<file path="config.mk">
export PLATFORM = sky130hd
export DESIGN_NAME = websocket_frame_deframer
export DESIGN_NICKNAME = d
export VERILOG_FILES = /design/src/rtl/wsd_pkg.sv /design/src/rtl/wsd_parser.sv /design/src/rtl/wsd_out_reg.sv /design/src/rtl/websocket_frame_deframer.sv
export VERILOG_INCLUDE_DIRS = /design/src /design/src/rtl
export SDC_FILE = /design/constraint.sdc
export NUM_CORES = 1
export LEC_CHECK = 0
export BUFFER_PORTS_ARGS = -buffer_cell sky130_fd_sc_hd__buf_2
export CELL_PAD_IN_SITES_DETAIL_PLACEMENT = 1
export CELL_PAD_IN_SITES_GLOBAL_PLACEMENT = 1
export CORE_MARGIN = 2
export CORE_UTILIZATION = 53
export DETAILED_ROUTE_END_ITERATION = 12
export HOLD_SLACK_MARGIN = 0.1
export PLACE_DENSITY_LB_ADDON = 0.1
export SLEW_MARGIN = 30
export SYNTH_ARGS = -nofsm -noshare
export SYNTH_HDL_FRONTEND = slang
export SYNTH_SLANG_ARGS = --single-unit
</file>
<file path="constraint.sdc">
create_clock -name clk -period 13.4 [get_ports clk]
set_clock_uncertainty 0.05 [all_clocks]
set_input_delay 0.67 -clock clk [delete_from_list [all_inputs] [get_ports clk]]
set_output_delay 0.67 -clock clk [all_outputs]
set_load 0.01 [all_outputs]
</file>
<file path="src/rtl/websocket_frame_deframer_assert.svh">
// Assertion macros shared by the websocket deframer RTL.
// No dependencies; included by the modules that carry checks.
`ifndef WEBSOCKET_FRAME_DEFRAMER_ASSERT_SVH
`define WEBSOCKET_FRAME_DEFRAMER_ASSERT_SVH

// same-cycle implication, disabled in reset
`define WSD_ASSERT_IMP(label, clk, rst_n, ante, cons) \
	label: assert property (@(posedge clk) disable iff (!rst_n) (ante) |-> (cons)) \
		else $error("wsd assertion failed");

// next-cycle implication, disabled in reset
`define WSD_ASSERT_NXT(label, clk, rst_n, ante, cons) \
	label: assert property (@(posedge clk) disable iff (!rst_n) (ante) |=> (cons)) \
		else $error("wsd assertion failed");

`endif

</file>
<file path="src/rtl/wsd_pkg.sv">
// Types and constants for the websocket frame deframer.
// No dependencies; used by every RTL module of the block.
package wsd_pkg;

	localparam int LENGTH_BITS_DEF = 64;

	localparam logic [7:0] HDR_TOP_BIT   = 8'h80;
	localparam logic [7:0] OPCODE_MASK   = 8'h0f;
	localparam logic [7:0] LEN7_MASK     = 8'h7f;
	localparam logic [6:0] LEN7_EXT16    = 7'd126;
	localparam logic [6:0] LEN7_EXT64    = 7'd127;
	localparam logic [3:0] EXT16_BYTES   = 4'd2;
	localparam logic [3:0] EXT64_BYTES   = 4'd8;
	localparam logic [3:0] KEY_BYTES     = 4'd4;
	localparam logic [3:0] OPC_CLOSE     = 4'h8;

	typedef enum logic [2:0] {
		PH_HDR0   = 3'd0,
		PH_HDR1   = 3'd1,
		PH_EXTLEN = 3'd2,
		PH_KEY    = 3'd3,
		PH_DATA   = 3'd4
	} wsd_phase_t;

	typedef struct packed {
		logic [7:0] payload_byte;
		logic [3:0] frame_opcode;
		logic       end_of_frame;
		logic       empty_frame;
		logic       close_request;
	} wsd_result_t;

endpackage

</file>
<file path="src/rtl/wsd_parser.sv">
// Frame header/payload parser: parse state registers and next-state logic.
// Depends on wsd_pkg and websocket_frame_deframer_assert.svh.
`include "websocket_frame_deframer_assert.svh"

module wsd_parser #(
	parameter int LENGTH_BITS = wsd_pkg::LENGTH_BITS_DEF
) (
	input  logic                  clk,
	input  logic                  arst_n,
	input  logic                  take,
	input  logic [7:0]            byte_in,
	output logic                  res_gen,
	output wsd_pkg::wsd_result_t  res
);

	wsd_pkg::wsd_phase_t    phase_q, phase_n;
	logic                   final_q, final_n;
	logic [3:0]             opcode_q, opcode_n;
	logic                   masked_q, masked_n;
	logic [3:0]             cnt_q, cnt_n;
	logic [LENGTH_BITS-1:0] rem_q, rem_n;
	logic [31:0]            key_q, key_n;
	logic [1:0]             kidx_q, kidx_n;
	logic                   closed_q, closed_n;

	logic       end_hdr, begin_pl, do_close;
	logic [6:0] len7;
	logic [1:0] key_sel;
	logic [7:0] key_byte, data_v;

	assign len7     = 7'(byte_in & wsd_pkg::LEN7_MASK);
	assign key_sel  = 2'd3 - kidx_q;
	assign key_byte = key_q[{key_sel, 3'b000} +: 8];
	assign data_v   = byte_in ^ key_byte;

	always_comb begin
		phase_n  = phase_q;
		final_n  = final_q;
		opcode_n = opcode_q;
		masked_n = masked_q;
		cnt_n    = cnt_q;
		rem_n    = rem_q;
		key_n    = key_q;
		kidx_n   = kidx_q;
		closed_n = closed_q;
		end_hdr  = 1'b0;
		begin_pl = 1'b0;
		do_close = 1'b0;
		res_gen  = 1'b0;
		res      = '0;
		res.frame_opcode = opcode_q;

		case (phase_q)
			wsd_pkg::PH_HDR1: begin
				masked_n = (byte_in & wsd_pkg::HDR_TOP_BIT) != 8'd0;
				key_n    = '0;
				if (len7 == wsd_pkg::LEN7_EXT16 || len7 == wsd_pkg::LEN7_EXT64) begin
					rem_n   = '0;
					cnt_n   = (len7 == wsd_pkg::LEN7_EXT16) ?
						wsd_pkg::EXT16_BYTES : wsd_pkg::EXT64_BYTES;
					phase_n = wsd_pkg::PH_EXTLEN;
				end else begin
					rem_n   = LENGTH_BITS'(len7);
					end_hdr = 1'b1;
				end
			end
			wsd_pkg::PH_EXTLEN: begin
				rem_n = {rem_q[LENGTH_BITS-9:0], byte_in};
				cnt_n = cnt_q - 4'd1;
				if (cnt_n == 4'd0) begin
					end_hdr = 1'b1;
				end
			end
			wsd_pkg::PH_KEY: begin
				key_n = {key_q[23:0], byte_in};
				cnt_n = cnt_q - 4'd1;
				if (cnt_n == 4'd0) begin
					begin_pl = 1'b1;
				end
			end
			wsd_pkg::PH_DATA: begin
				kidx_n = kidx_q + 2'd1;
				rem_n  = rem_q - LENGTH_BITS'(1);
				if (rem_q == LENGTH_BITS'(1)) begin
					phase_n = wsd_pkg::PH_HDR0;
					if (opcode_q == wsd_pkg::OPC_CLOSE) begin
						do_close = 1'b1;
					end else if (final_q) begin
						res_gen          = 1'b1;
						res.payload_byte = data_v;
						res.end_of_frame = 1'b1;
					end
				end else if (opcode_q != wsd_pkg::OPC_CLOSE && final_q) begin
					res_gen          = 1'b1;
					res.payload_byte = data_v;
				end
			end
			default: begin
				final_n  = (byte_in & wsd_pkg::HDR_TOP_BIT) != 8'd0;
				opcode_n = 4'(byte_in & wsd_pkg::OPCODE_MASK);
				phase_n  = wsd_pkg::PH_HDR1;
			end
		endcase

		if (end_hdr) begin
			if (masked_n) begin
				cnt_n   = wsd_pkg::KEY_BYTES;
				phase_n = wsd_pkg::PH_KEY;
			end else begin
				key_n    = '0;
				begin_pl = 1'b1;
			end
		end

		if (begin_pl) begin
			kidx_n = 2'd0;
			if (rem_n != '0) begin
				phase_n = wsd_pkg::PH_DATA;
			end else begin
				phase_n = wsd_pkg::PH_HDR0;
				if (opcode_q == wsd_pkg::OPC_CLOSE) begin
					do_close = 1'b1;
				end else if (final_q) begin
					res_gen          = 1'b1;
					res.end_of_frame = 1'b1;
					res.empty_frame  = 1'b1;
				end
			end
		end

		if (do_close) begin
			closed_n          = 1'b1;
			phase_n           = wsd_pkg::PH_HDR0;
			res_gen           = 1'b1;
			res.end_of_frame  = 1'b1;
			res.close_request = 1'b1;
		end

		// after close every byte is swallowed
		if (closed_q) begin
			phase_n  = phase_q;
			final_n  = final_q;
			opcode_n = opcode_q;
			masked_n = masked_q;
			cnt_n    = cnt_q;
			rem_n    = rem_q;
			key_n    = key_q;
			kidx_n   = kidx_q;
			closed_n = closed_q;
			res_gen  = 1'b0;
		end
	end

	always_ff @(posedge clk or negedge arst_n) begin
		if (!arst_n) begin
			phase_q  <= wsd_pkg::PH_HDR0;
			final_q  <= 1'b0;
			opcode_q <= 4'd0;
			masked_q <= 1'b0;
			cnt_q    <= 4'd0;
			rem_q    <= '0;
			key_q    <= '0;
			kidx_q   <= 2'd0;
			closed_q <= 1'b0;
		end else if (take) begin
			phase_q  <= phase_n;
			final_q  <= final_n;
			opcode_q <= opcode_n;
			masked_q <= masked_n;
			cnt_q    <= cnt_n;
			rem_q    <= rem_n;
			key_q    <= key_n;
			kidx_q   <= kidx_n;
			closed_q <= closed_n;
		end
	end

	`WSD_ASSERT_NXT(a_closed_sticks, clk, arst_n, closed_q, closed_q)
	`WSD_ASSERT_IMP(a_no_result_after_close, clk, arst_n, closed_q, !res_gen)
	`WSD_ASSERT_IMP(a_key_only_masked, clk, arst_n, phase_q == wsd_pkg::PH_KEY, masked_q)
	`WSD_ASSERT_IMP(a_data_nonzero, clk, arst_n, phase_q == wsd_pkg::PH_DATA, rem_q != '0)

endmodule

</file>
<file path="src/rtl/wsd_out_reg.sv">
// Result register: holds one result until the consumer takes it.
// Depends on wsd_pkg and websocket_frame_deframer_assert.svh.
`include "websocket_frame_deframer_assert.svh"

module wsd_out_reg (
	input  logic                 clk,
	input  logic                 arst_n,
	input  logic                 load,
	input  wsd_pkg::wsd_result_t res_in,
	output logic                 free,
	input  logic                 res_stall,
	output logic                 res_valid,
	output wsd_pkg::wsd_result_t res_q
);

	logic valid_q;

	assign free      = !valid_q || !res_stall;
	assign res_valid = valid_q;

	always_ff @(posedge clk or negedge arst_n) begin
		if (!arst_n) begin
			valid_q <= 1'b0;
		end else if (load) begin
			valid_q <= 1'b1;
		end else if (!res_stall) begin
			valid_q <= 1'b0;
		end
	end

	always_ff @(posedge clk) begin
		if (load) begin
			res_q <= res_in;
		end
	end

	`WSD_ASSERT_IMP(a_no_overwrite, clk, arst_n, load, free)

endmodule

</file>
<file path="src/rtl/websocket_frame_deframer.sv">
// Channel   | handshake             | payload
// rx        | rx_valid / rx_stall   | rx_byte
// res       | res_valid / res_stall | payload_byte, frame_opcode, end_of_frame,
//           |                       | empty_frame, close_request
// One byte per clock sustained except for the wait described below; a byte
// is held in the input register, then is parsed and its result (if any)
// lands in the result register.
// A byte that yields a result waits in the input register while the result
// register is full and stalled; bytes that yield none never wait.
// Asynchronous active-low reset returns to the first header byte, not closed.
// Top level of the websocket frame deframer; depends on wsd_pkg, wsd_parser,
// wsd_out_reg.

module websocket_frame_deframer #(
	parameter int LENGTH_BITS = wsd_pkg::LENGTH_BITS_DEF
) (
	input  logic       clk,
	input  logic       arst_n,
	input  logic       rx_valid,
	output logic       rx_stall,
	input  logic [7:0] rx_byte,
	output logic       res_valid,
	input  logic       res_stall,
	output logic [7:0] payload_byte,
	output logic [3:0] frame_opcode,
	output logic       end_of_frame,
	output logic       empty_frame,
	output logic       close_request
);

	logic                 valid_s1;
	logic [7:0]           byte_s1;
	logic                 res_gen, out_free, adv;
	wsd_pkg::wsd_result_t res_c, res_q;

	// advance unless a result is due and the result register can't take it
	assign adv      = valid_s1 && (!res_gen || out_free);
	assign rx_stall = valid_s1 && !adv;

	always_ff @(posedge clk or negedge arst_n) begin
		if (!arst_n) begin
			valid_s1 <= 1'b0;
		end else if (rx_valid && !rx_stall) begin
			valid_s1 <= 1'b1;
		end else if (adv) begin
			valid_s1 <= 1'b0;
		end
	end

	always_ff @(posedge clk) begin
		if (rx_valid && !rx_stall) begin
			byte_s1 <= rx_byte;
		end
	end

	wsd_parser #(
		.LENGTH_BITS(LENGTH_BITS)
	) u_parser (
		.clk     (clk),
		.arst_n  (arst_n),
		.take    (adv),
		.byte_in (byte_s1),
		.res_gen (res_gen),
		.res     (res_c)
	);

	wsd_out_reg u_out (
		.clk       (clk),
		.arst_n    (arst_n),
		.load      (adv && res_gen),
		.res_in    (res_c),
		.free      (out_free),
		.res_stall (res_stall),
		.res_valid (res_valid),
		.res_q     (res_q)
	);

	assign payload_byte  = res_q.payload_byte;
	assign frame_opcode  = res_q.frame_opcode;
	assign end_of_frame  = res_q.end_of_frame;
	assign empty_frame   = res_q.empty_frame;
	assign close_request = res_q.close_request;

endmodule
</file>
# Word-level counts from Yosys, hierarchy flattened
# Cells that the tools add are included.
totals:
  out_inout_bits: 17
  input_bits: 12
  word_cells: 119
  register_bits: 137
op_classes:
  n_bitwise: 4
  n_eq_ne: 10
  shifts: 1
  addsub: 4
  n_mux: 60
  reduce_logical: 23
op_table:
  columns: ["cell", "n"]
  rows:
  - ["$pmux W64 S3", 1]
  - ["$eq A64 B1 Y1 const B", 1]
  - ["$mux W32", 2]
  - ["$pmux W32 S2", 1]
  - ["$reduce_bool A64 Y1", 1]
  - ["$sub A64 B1 Y64 const B", 1]
  - ["$mux W8", 4]
  - ["$shiftx A32 B6 Y8", 1]
  - ["$mux W1", 31]
  - ["$mux W3", 7]
  - ["$mux W4", 4]
  - ["$eq A7 B7 Y1 const B", 2]
  - ["$mux W2", 6]
  - ["$pmux W3 S3", 1]
  - ["$pmux W4 S2", 1]
  - ["$xor A8 B8 Y8", 1]
  - ["$mux W7", 1]
  - ["$eq A3 B2 Y1 const B", 2]
  - ["$reduce_and A3 Y1", 2]
  - ["$logic_and A1 B1 Y1", 5]
  - ["$logic_not A1 Y1", 5]
  - ["$eq A4 B4 Y1 const B", 1]
  - ["$logic_not A4 Y1", 1]
  - ["$ne A4 B4 Y1 const B", 1]
  - ["other kinds (14)", 19]

# Depth between registers and ports, before layout
# Gate-level depths: netlist (run 1).
depth:
  depth_word: 19
  mapped_depth: 17
  mapped_depth_nobuf: 13

# Hierarchy
# Synthesis (run 1) repeated with hierarchy kept, for this count alone.
hier_totals:
  hier_cells: 1129
  hier_area_um2: 9470.3
modules_own_cells:
  columns: ["mod", "cells_per_inst", "seq_area_each_um2", "instances", "area_each_um2"]
  rows:
  - ["wsd_parser", 1094, 2802.7, 1, 8663.3]
  - ["wsd_out_reg", 18, 475.5, 1, 486.7]
  - ["websocket_frame_deframer", 17, 265.3, 1, 320.3]

# Worst setup path after synthesis (run 1)
# OpenSTA, ideal clock, no wires.
synth_path:
  path_type: "register to register"
  start: "register u_parser.phase_q[2]"
  end: "register, netlist name u_out.res_q[0]"
  required_time_ns: 12.958
  t_arrival_ns: 4.221
  path_slack_ns: 8.737
  n_path_buf: 4
  setup_time_ns: 0.392
  stages_incl_launch_ff: 16
  synth_period_minus_slack_ns: 4.663
  cell_sequence: "dfrtp_1 -> clkbuf_1 -> or3b_2 -> clkbuf_1 -> o21ai_1 -> buf_2 -> buf_2 -> o22ai_1 -> or4_1 -> nor4b_1 -> nand4_1 -> nor4_1 -> nand4_1 -> a21oi_1 -> nand2_1 -> a21oi_1"
synth_via:
  elab_chain_cells: 12
  elab_cells_between_ends: 26
  classes_between: "eq/ne: 4; mux: 17; reduce/logical: 5"
synth_rtl:
  columns: ["element", "line", "source"]
  rows:
  - ["start: declaration", "wsd_parser.sv:16", "wsd_pkg::wsd_phase_t phase_q, phase_n;"]
  - ["start signal: assignment", "wsd_parser.sv:156", "phase_q <= wsd_pkg::PH_HDR0;"]
  - ["start signal: assignment", "wsd_parser.sv:166", "phase_q <= phase_n;"]
  - ["parallel branches: the longest is 6 deep, another holds $pmux W64 S3", null, null]
  - ["$mux W1 (*)", "wsd_parser.sv:131", "if (do_close) begin"]
  - ["$mux W1 (*)", "wsd_parser.sv:140", "if (closed_q) begin"]
  - ["$logic_not A1 Y1", "websocket_frame_deframer.sv:37", "assign adv = valid_s1 && (!res_gen || out_free);"]
  - ["$logic_or A1 B1 Y1", "websocket_frame_deframer.sv:37", null]
  - ["$logic_and A1 B1 Y1", "websocket_frame_deframer.sv:37", null]
  - ["$logic_and A1 B1 Y1 (*)", "websocket_frame_deframer.sv:70", ".load (adv && res_gen),"]
  - ["named net u_out.load", "wsd_out_reg.sv:8", "input logic load,"]
# Mark *: on every way through the listed nets, which the timed path passes.
# A chain may end at the register's enable or synchronous reset.

# Worst setup path after layout (run 1)
layout_path:
  start: "register u_parser.rem_q[1]"
  end: "output port rx_stall"
layout_via:
  elab_chain_cells: 14
  elab_cells_between_ends: 22
  classes_between: "add/sub: 1; eq/ne: 1; mux: 14; reduce/logical: 6"
layout_rtl:
  columns: ["element", "line", "source"]
  rows:
  - ["start: declaration", "wsd_parser.sv:21", "logic [LENGTH_BITS-1:0] rem_q, rem_n;"]
  - ["start signal: assignment", "wsd_parser.sv:171", "rem_q <= rem_n;"]
  - ["parallel branches: the longest is 7 deep, another holds $sub A64 B1 Y64", null, null]
  - ["$mux W1 (*)", "wsd_parser.sv:131", null]
  - ["$mux W1 (*)", "wsd_parser.sv:140", null]
  - ["$logic_not A1 Y1 (*)", "websocket_frame_deframer.sv:37", null]
  - ["$logic_or A1 B1 Y1 (*)", "websocket_frame_deframer.sv:37", null]
  - ["$logic_and A1 B1 Y1 (*)", "websocket_frame_deframer.sv:37", null]
  - ["$logic_not A1 Y1 (*)", "websocket_frame_deframer.sv:38", "assign rx_stall = valid_s1 && !adv;"]
  - ["$logic_and A1 B1 Y1 (*)", "websocket_frame_deframer.sv:38", null]
  - ["end: declaration", "websocket_frame_deframer.sv:20", "output logic rx_stall,"]
# Every way passes the cells marked *.

==> flow_summary_export.csv, run 1 <==
group,metric,value,unit
clocking,root_buffer,"clkbuf_16",
setup_path,worstPathRequired,12.68,ns
setup_path,cp_max_fo,9,
synth,synth_edf_count,23,
clocking,cts_buffers,17,
setup_path,worstRegToRegCells,14,
floorplan,fp.coreArea,0.0180,sq mm
setup_path,worstPathArrival,5.78,ns
finish,insertedDiodeCount,0,
detailed_routing,vias,10655,
synth,synthCells,1158,
clocking,hold_buffers,0,
flow_run,max_cap_viol_count,0,
synth,ys_seq_area_share,36.3,%
detailed_routing,first_pass_iters,7,
pwr,ir_worst_vdd,0.000160,V
grt,grt_pass1_wl,65600,um
finish,layout-area-overhead-vs-synth,7.59,%
placement,dp.cells,1325,
sta,timing.final.crit_period,6.50,ns
floorplan,initial_core_util,54.2,%
clocking,clockBufferDepth,2,
synth,synth-seq-cells,137,
min_path,holdCritPathClass,"input pin to asynchronous set/reset pin",
sta,rsz0062_at_grt,"no",
finish,fin_nets,1131,
detailed_routing,antenna_left,0,
floorplan,fp.dieH,140,um
sta,relSlewSlack,37.2,%
detailed_routing,drc,0,
floorplan,row_count,49,
clocking,cts_resized,0,
setup_path,cp-end-kind,"primary output",
grt,grt_usage,44.1,%
grt,grt_pass1_vias,10357,
sta,finalHoldViolations,0,
outcome,status,"finished, final reports clean",
clocking,post_cts_buffers,0,
setup_path,crit_type,"register to primary output",
placement,hpwl,29400,um
finish,layout_common_cells,"dfrtp_1, nor2_1, nand2_1",
clocking,htreeDepth,4,
synth,synth_nets,1174,
synth,ys_async_sr_fraction,83.2,%
synth,yosysWarnings,0,
detailed_routing,drt_iter0_markers,1611,
setup_path,crit_path_start_kind,"register",
synth,syn_area,0.00976,sq mm
clocking,clock_latency,0.44,ns
pwr,p_per_area,283,mW/mm^2
placement,portBuffers,28,
setup_path,r2r_slack,6.95,ns
sta,setup_viol,0,
finish,fin_cells,1357,
finish,drive_gt1_share,13.0,%
floorplan,die-area,0.0195,sq mm
detailed_routing,routedWlPerCell,31.6,um
detailed_routing,drt-total-wl,42800,um
finish,final_common_cell,"dfrtp_1",
sta,worst_pin_slew,0.941,ns
clocking,cts_sinks,137,
placement,gp_congestion,1.07,
sta,max_freq,154,MHz
grt,overflow,0,
pwr,p_leak,4.11,nW
grt,grt_max_degree,77,
clocking,path_clk_slew,0.07,ns
synth,ys_types,75,
floorplan,fp.dieW,140,um
detailed_routing,drt-vias-per-instance,7.85,
clocking,cts_tree,"built",
floorplan,ios,29,
synth,syn_avg_cell_area,8.43,sq um
sta,finalMaxSlewViolations,0,
grt,antenna_found_initial,0,
sta,fin_setup_tns,0,ns
sta,layout_worst_path_cycle_share,48.5,%
synth,ys.flop_type,"dfrtp_1",
-- flip-flops by register name, indices dropped and copies added, names as in the netlist, 2 cells and up --
signal	count
u_parser.kidx_q	2
u_parser.phase_q	3
u_parser.key_q	32
u_parser.rem_q	64
u_out.res_q	15
u_parser.opcode_q	4
byte_s1	8
u_parser.cnt_q	4
-- final timing paths --
| path | startpoint | end |
|---|---|---|
| setup / recovery | u_parser.rem_q[1]$_DFFE_PN0P_ | rx_stall |
| hold / removal | arst_n | u_parser.rem_q[35]$_DFFE_PN0P_ |
| max in group asynchronous | arst_n | u_parser.rem_q[54]$_DFFE_PN0P_ |
| setup reg to reg | u_parser.rem_q[1]$_DFFE_PN0P_ | u_parser.rem_q[27]$_DFFE_PN0P_ |
| hold reg to reg | u_parser.closed_q$_DFFE_PN0P_ | u_parser.closed_q$_DFFE_PN0P_ |
| min in group clk | rx_byte[7] | byte_s1[7]$_DFFE_PP_ |
-- synthesized netlist by cell type, drive strengths merged (5+ instances only) --
master,number,share of area (%)
or4,32,2.6
nand4,37,2.4
nor2b,8,0.51
a211oi,6,0.46
inv,29,1.1
mux2i,13,1.3
or2,8,0.51
a22oi,5,0.38
a22o,48,4.3
nor4,52,3.5
a311oi,7,0.63
and2,5,0.32
mux4,8,1.8
a21o,10,0.77
nand2b,12,0.77
edfxtp,23,7.1
a31oi,25,1.6
or3,19,1.3
nand3,48,2.5
nor2,98,3.8
dfrtp,114,29
nor3,43,2.2
o31ai,10,0.77
mux2,17,2.0
nor4b,5,0.45
o22ai,8,0.51
o21ai,49,2.5
o211ai,17,1.3
xor2,5,0.45
a32o,6,0.62
a221oi,5,0.45
buf,22,1.3
xnor2,14,1.3
o311ai,5,0.45
nor3b,7,0.54
nand2,96,3.7
clkbuf,89,3.4
a21oi,63,3.2
and3,10,0.64
or4b,7,0.72
and4,9,0.81
nand4b,5,0.45
-- critical path, stage by stage (launching register included) --
cell and delay (ns):
dfrtp_1 0.47, inv_1 0.20, ha_1 0.33, nor4b_1 0.69
and4_1 0.61, a21boi_0 0.16, o21ai_0 0.50, nand3_1 0.12
or4b_2 0.75, nor4_1 0.37, nand4_1 0.27, a21oi_1 0.30
nor3b_1 0.37, buf_2 0.21
-- kinds of logic (layout without fill, tap and decap cells) --
family / after synthesis / in the layout / share of synthesized area [%]
simple gates: 508 / 508 / 28.2
compound gates: 312 / 312 / 22.3
buf+inv: 140 / 110 / 5.82
flops: 137 / 137 / 36.3
mux: 38 / 38 / 5.14
xor+xnor: 19 / 19 / 1.70
fa+ha+maj: 4 / 4 / 0.513
-- report_power, final --
group | switching (W) | leakage, nW | internal (W) | total [W]
Sequential | 0.000322 | 1.71 | 0.000546 | 0.000869
Combinational | 0.00110 | 2.14 | 0.000530 | 0.00163
Clock | 0.000223 | 0.267 | 0.000249 | 0.000472
-- per-stage QoR --
step	power, W	setup slack, ns	utilization, %	hold WS [ns]	instance area, sq um
finish	0.00297	6.90	58.3	0.223	10500
CTS	0.00286	7.05	58.2	0.246	10500
global route	0.00308	6.56	58.3	0.271	10500
detailed placement	0.00237	7.28	55.1	0.425	9930
floorplan	0.00179	8.74	-	0.324	9760
global placement	0.00233	7.51	55.1	0.403	9920
-- cell type report --
cell class | count | area (sq um)
flip-flops and latches | 137 | 3550
clock inverters | 14 | 130
repair buffers | 49 | 300
inverters | 29 | 109
well taps | 229 | 287
multi-input cells | 881 | 5690
fillers | 2165 | 7520
clock buffers | 18 | 439
-- per-layer routing --
metal	track usage (%)	vias to the layer above	routed length [um]	part of all wire, %
met3	11.6	177	5600	13
met2	65.1	857	18500	43
li1	-	4371	-	-
met4	16.8	0	1840	4.3
met5	0	-	0	0
met1	62.2	5250	16900	39
No activity file was read; power rests on OpenSTA's default activity.
==> run 2, diff against run 1 <==
Settings changed: CORE_UTILIZATION 53 to 49.
Clock period 13.4 ns to 6.8 ns, I/O delays scaled along.
==> flow_summary_export.csv, run 2 (same netlist as run 1, synthesis figures left out) <==
group,metric,value,unit
grt,overflow,0,
pwr,ir_worst_vdd,0.000318,V
sta,timing.final.crit_period,6.12,ns
placement,hpwl,29900,um
detailed_routing,drt_iter0_markers,1436,
clocking,clock_latency,0.44,ns
finish,layout_common_cells,"dfrtp_1, nor2_1, nand2_1",
grt,grtUsageMet3,8.96,%
detailed_routing,first_pass_iters,8,
pwr,p_per_area,553,mW/mm^2
finish,fin_util,55.1,%
detailed_routing,drt-vias-per-instance,7.49,
grt,grt_use_met2,58.0,%
placement,dp.cells,1369,
floorplan,fp.dieW,145,um
grt,grt_usage,40.5,%
finish,largest_reg_flops,64,
sta,finalMaxSlewViolations,0,
floorplan,initial_core_util,50.0,%
finish,fin_cells,1411,
grt,grt_max_degree,130,
grt,grt_util_met1,58.6,%
finish,regMostFlops,"u_parser.rem_q",
setup_path,cp_max_fo,29,
detailed_routing,routedWlPerCell,30.3,um
pwr,p_comb_share,55.4,%
pwr,switchingPower,0.00326,W
finish,fin_nets,1149,
grt,antenna_found_initial,0,
finish,insertedDiodeCount,0,
clocking,cts_tree,"built",
detailed_routing,drt-total-wl,42800,um
placement,dp_slack,1.17,ns
sta,finalWorstSetupSlack,0.675,ns
clocking,path_clk_slew,0.06,ns
finish,layout-area-overhead-vs-synth,10.1,%
pwr,p_leak,4.22,nW
sta,worst_pin_slew,1.16,ns
sta,layout_worst_path_cycle_share,90.1,%
pwr,p_int,0.00269,W
setup_path,worstPathRequired,6.41,ns
setup_path,cp-end-kind,"primary output",
floorplan,fp.coreArea,0.0195,sq mm
clocking,cts_buffers,17,
sta,setup_viol,0,
outcome,status,"finished, final reports clean",
placement,portBuffers,28,
placement,gp_congestion,1.09,
grt,grt_pass1_vias,10192,
clocking,cts_sinks,137,
sta,fin_setup_tns,0,ns
flow_run,max_cap_viol_count,0,
floorplan,die-area,0.0211,sq mm
pwr,clkPwrFrac,16.3,%
grt,top_usage_layer,"met1",
setup_path,worstPathArrival,5.73,ns
floorplan,fp.dieH,145,um
finish,reg_top3,"u_parser.rem_q x64, u_parser.key_q x32, u_out.res_q x15",
detailed_routing,drc,0,
grt,grt_pass1_wl,65200,um
sta,relSlewSlack,22.3,%
min_path,holdCritPathClass,"input pin to register",
floorplan,row_count,51,
clocking,clockBufferDepth,2,
clocking,htreeDepth,4,
clocking,root_buffer,"clkbuf_16",
sta,rsz0062_at_grt,"no",
setup_path,crit_path_start_kind,"register",
setup_path,crit_type,"register to primary output",
floorplan,ios,29,
sta,max_freq,163,MHz
detailed_routing,antenna_left,0,
finish,final_common_cell,"dfrtp_1",
pwr,seq_power_share,28.3,%
sta,finalHoldViolations,0,
pwr,p_sw_share,54.8,%
finish,drive_gt1_share,13.4,%
detailed_routing,vias,10570,
clocking,cts_resized,0,
[run 2: critical path, cell delays in order (launching register included)]
cell      delay (ns)
dfrtp_1         0.97
or3b_2          0.86
nand4_1         0.19
buf_4           0.29
o211ai_1        0.17
nor4_1          0.50
nand3_1         0.17
or4b_2          0.75
nor4_1          0.31
nand4_1         0.28
a21oi_1         0.28
nor3b_1         0.31
buf_2           0.20
[run 2: per-stage QoR]
step / total power, W / hold WS [ns] / instance area [sq um]
finish: 0.00594 / 0.184 / 10800
global route: 0.00615 / 0.219 / 10800
CTS: 0.00572 / 0.180 / 10700
detailed placement: 0.00472 / 0.383 / 10000
global placement: 0.00469 / 0.379 / 10000
floorplan: 0.00353 / -0.00559 / 9760
[run 2: layer usage]
layer  vias to the layer above  wire (um)
met5                         -          0
met3                       177       5020
met4                         0       2250
li1                       4418          -
met1                      5212      17800
met2                       763      17700
[run 2: final timing paths]
path | slack (ns) | start | endpoint | cells past startpoint
min in group asynchronous | 0.46 | arst_n | u_parser.rem_q[51]$_DFFE_PN0P_ | 2
hold / removal | 0.18 | res_stall | u_out.res_valid$_DFFE_PN0P_ | 3
hold reg to reg | 0.43 | u_parser.opcode_q[0]$_DFFE_PN0P_ | u_out.res_q[3]$_DFFE_PP_ | 0
setup / recovery | 0.68 | u_parser.phase_q[2]$_DFFE_PN0P_ | rx_stall | 12
setup reg to reg | 1.01 | u_parser.rem_q[0]$_DFFE_PN0P_ | u_parser.key_q[15]$_DFFE_PN0P_ | 15
max in group asynchronous | 4.90 | arst_n | u_parser.rem_q[52]$_DFFE_PN0P_ | 3
[run 2: final cells by class]
type / count / area [sq um]
fill: 2310 / 8770
sequential: 137 / 3540
multi-input combinational: 881 / 5710
tap: 265 / 332
clock buffer: 18 / 439
timing repair buffer: 67 / 473
clock inverter: 14 / 153
inverter: 29 / 109
[run 2: timing repair]
action	4_1_cts	5_1_grt
buffers inserted	0	0
hold buffers	10	0
endpoints found under the hold margin	58	0
[run 2: power groups by stage]
stage | registers (W) | clock network [W] | logic, W
after detailed placement | 0.00165 | 0 | 0.00308
final | 0.00168 | 0.000968 | 0.00329
after global routing | 0.00171 | 0.00100 | 0.00343
after CTS | 0.00163 | 0.000975 | 0.00311
after global placement | 0.00164 | 0 | 0.00305
after floorplan | 0.00124 | 0 | 0.00229
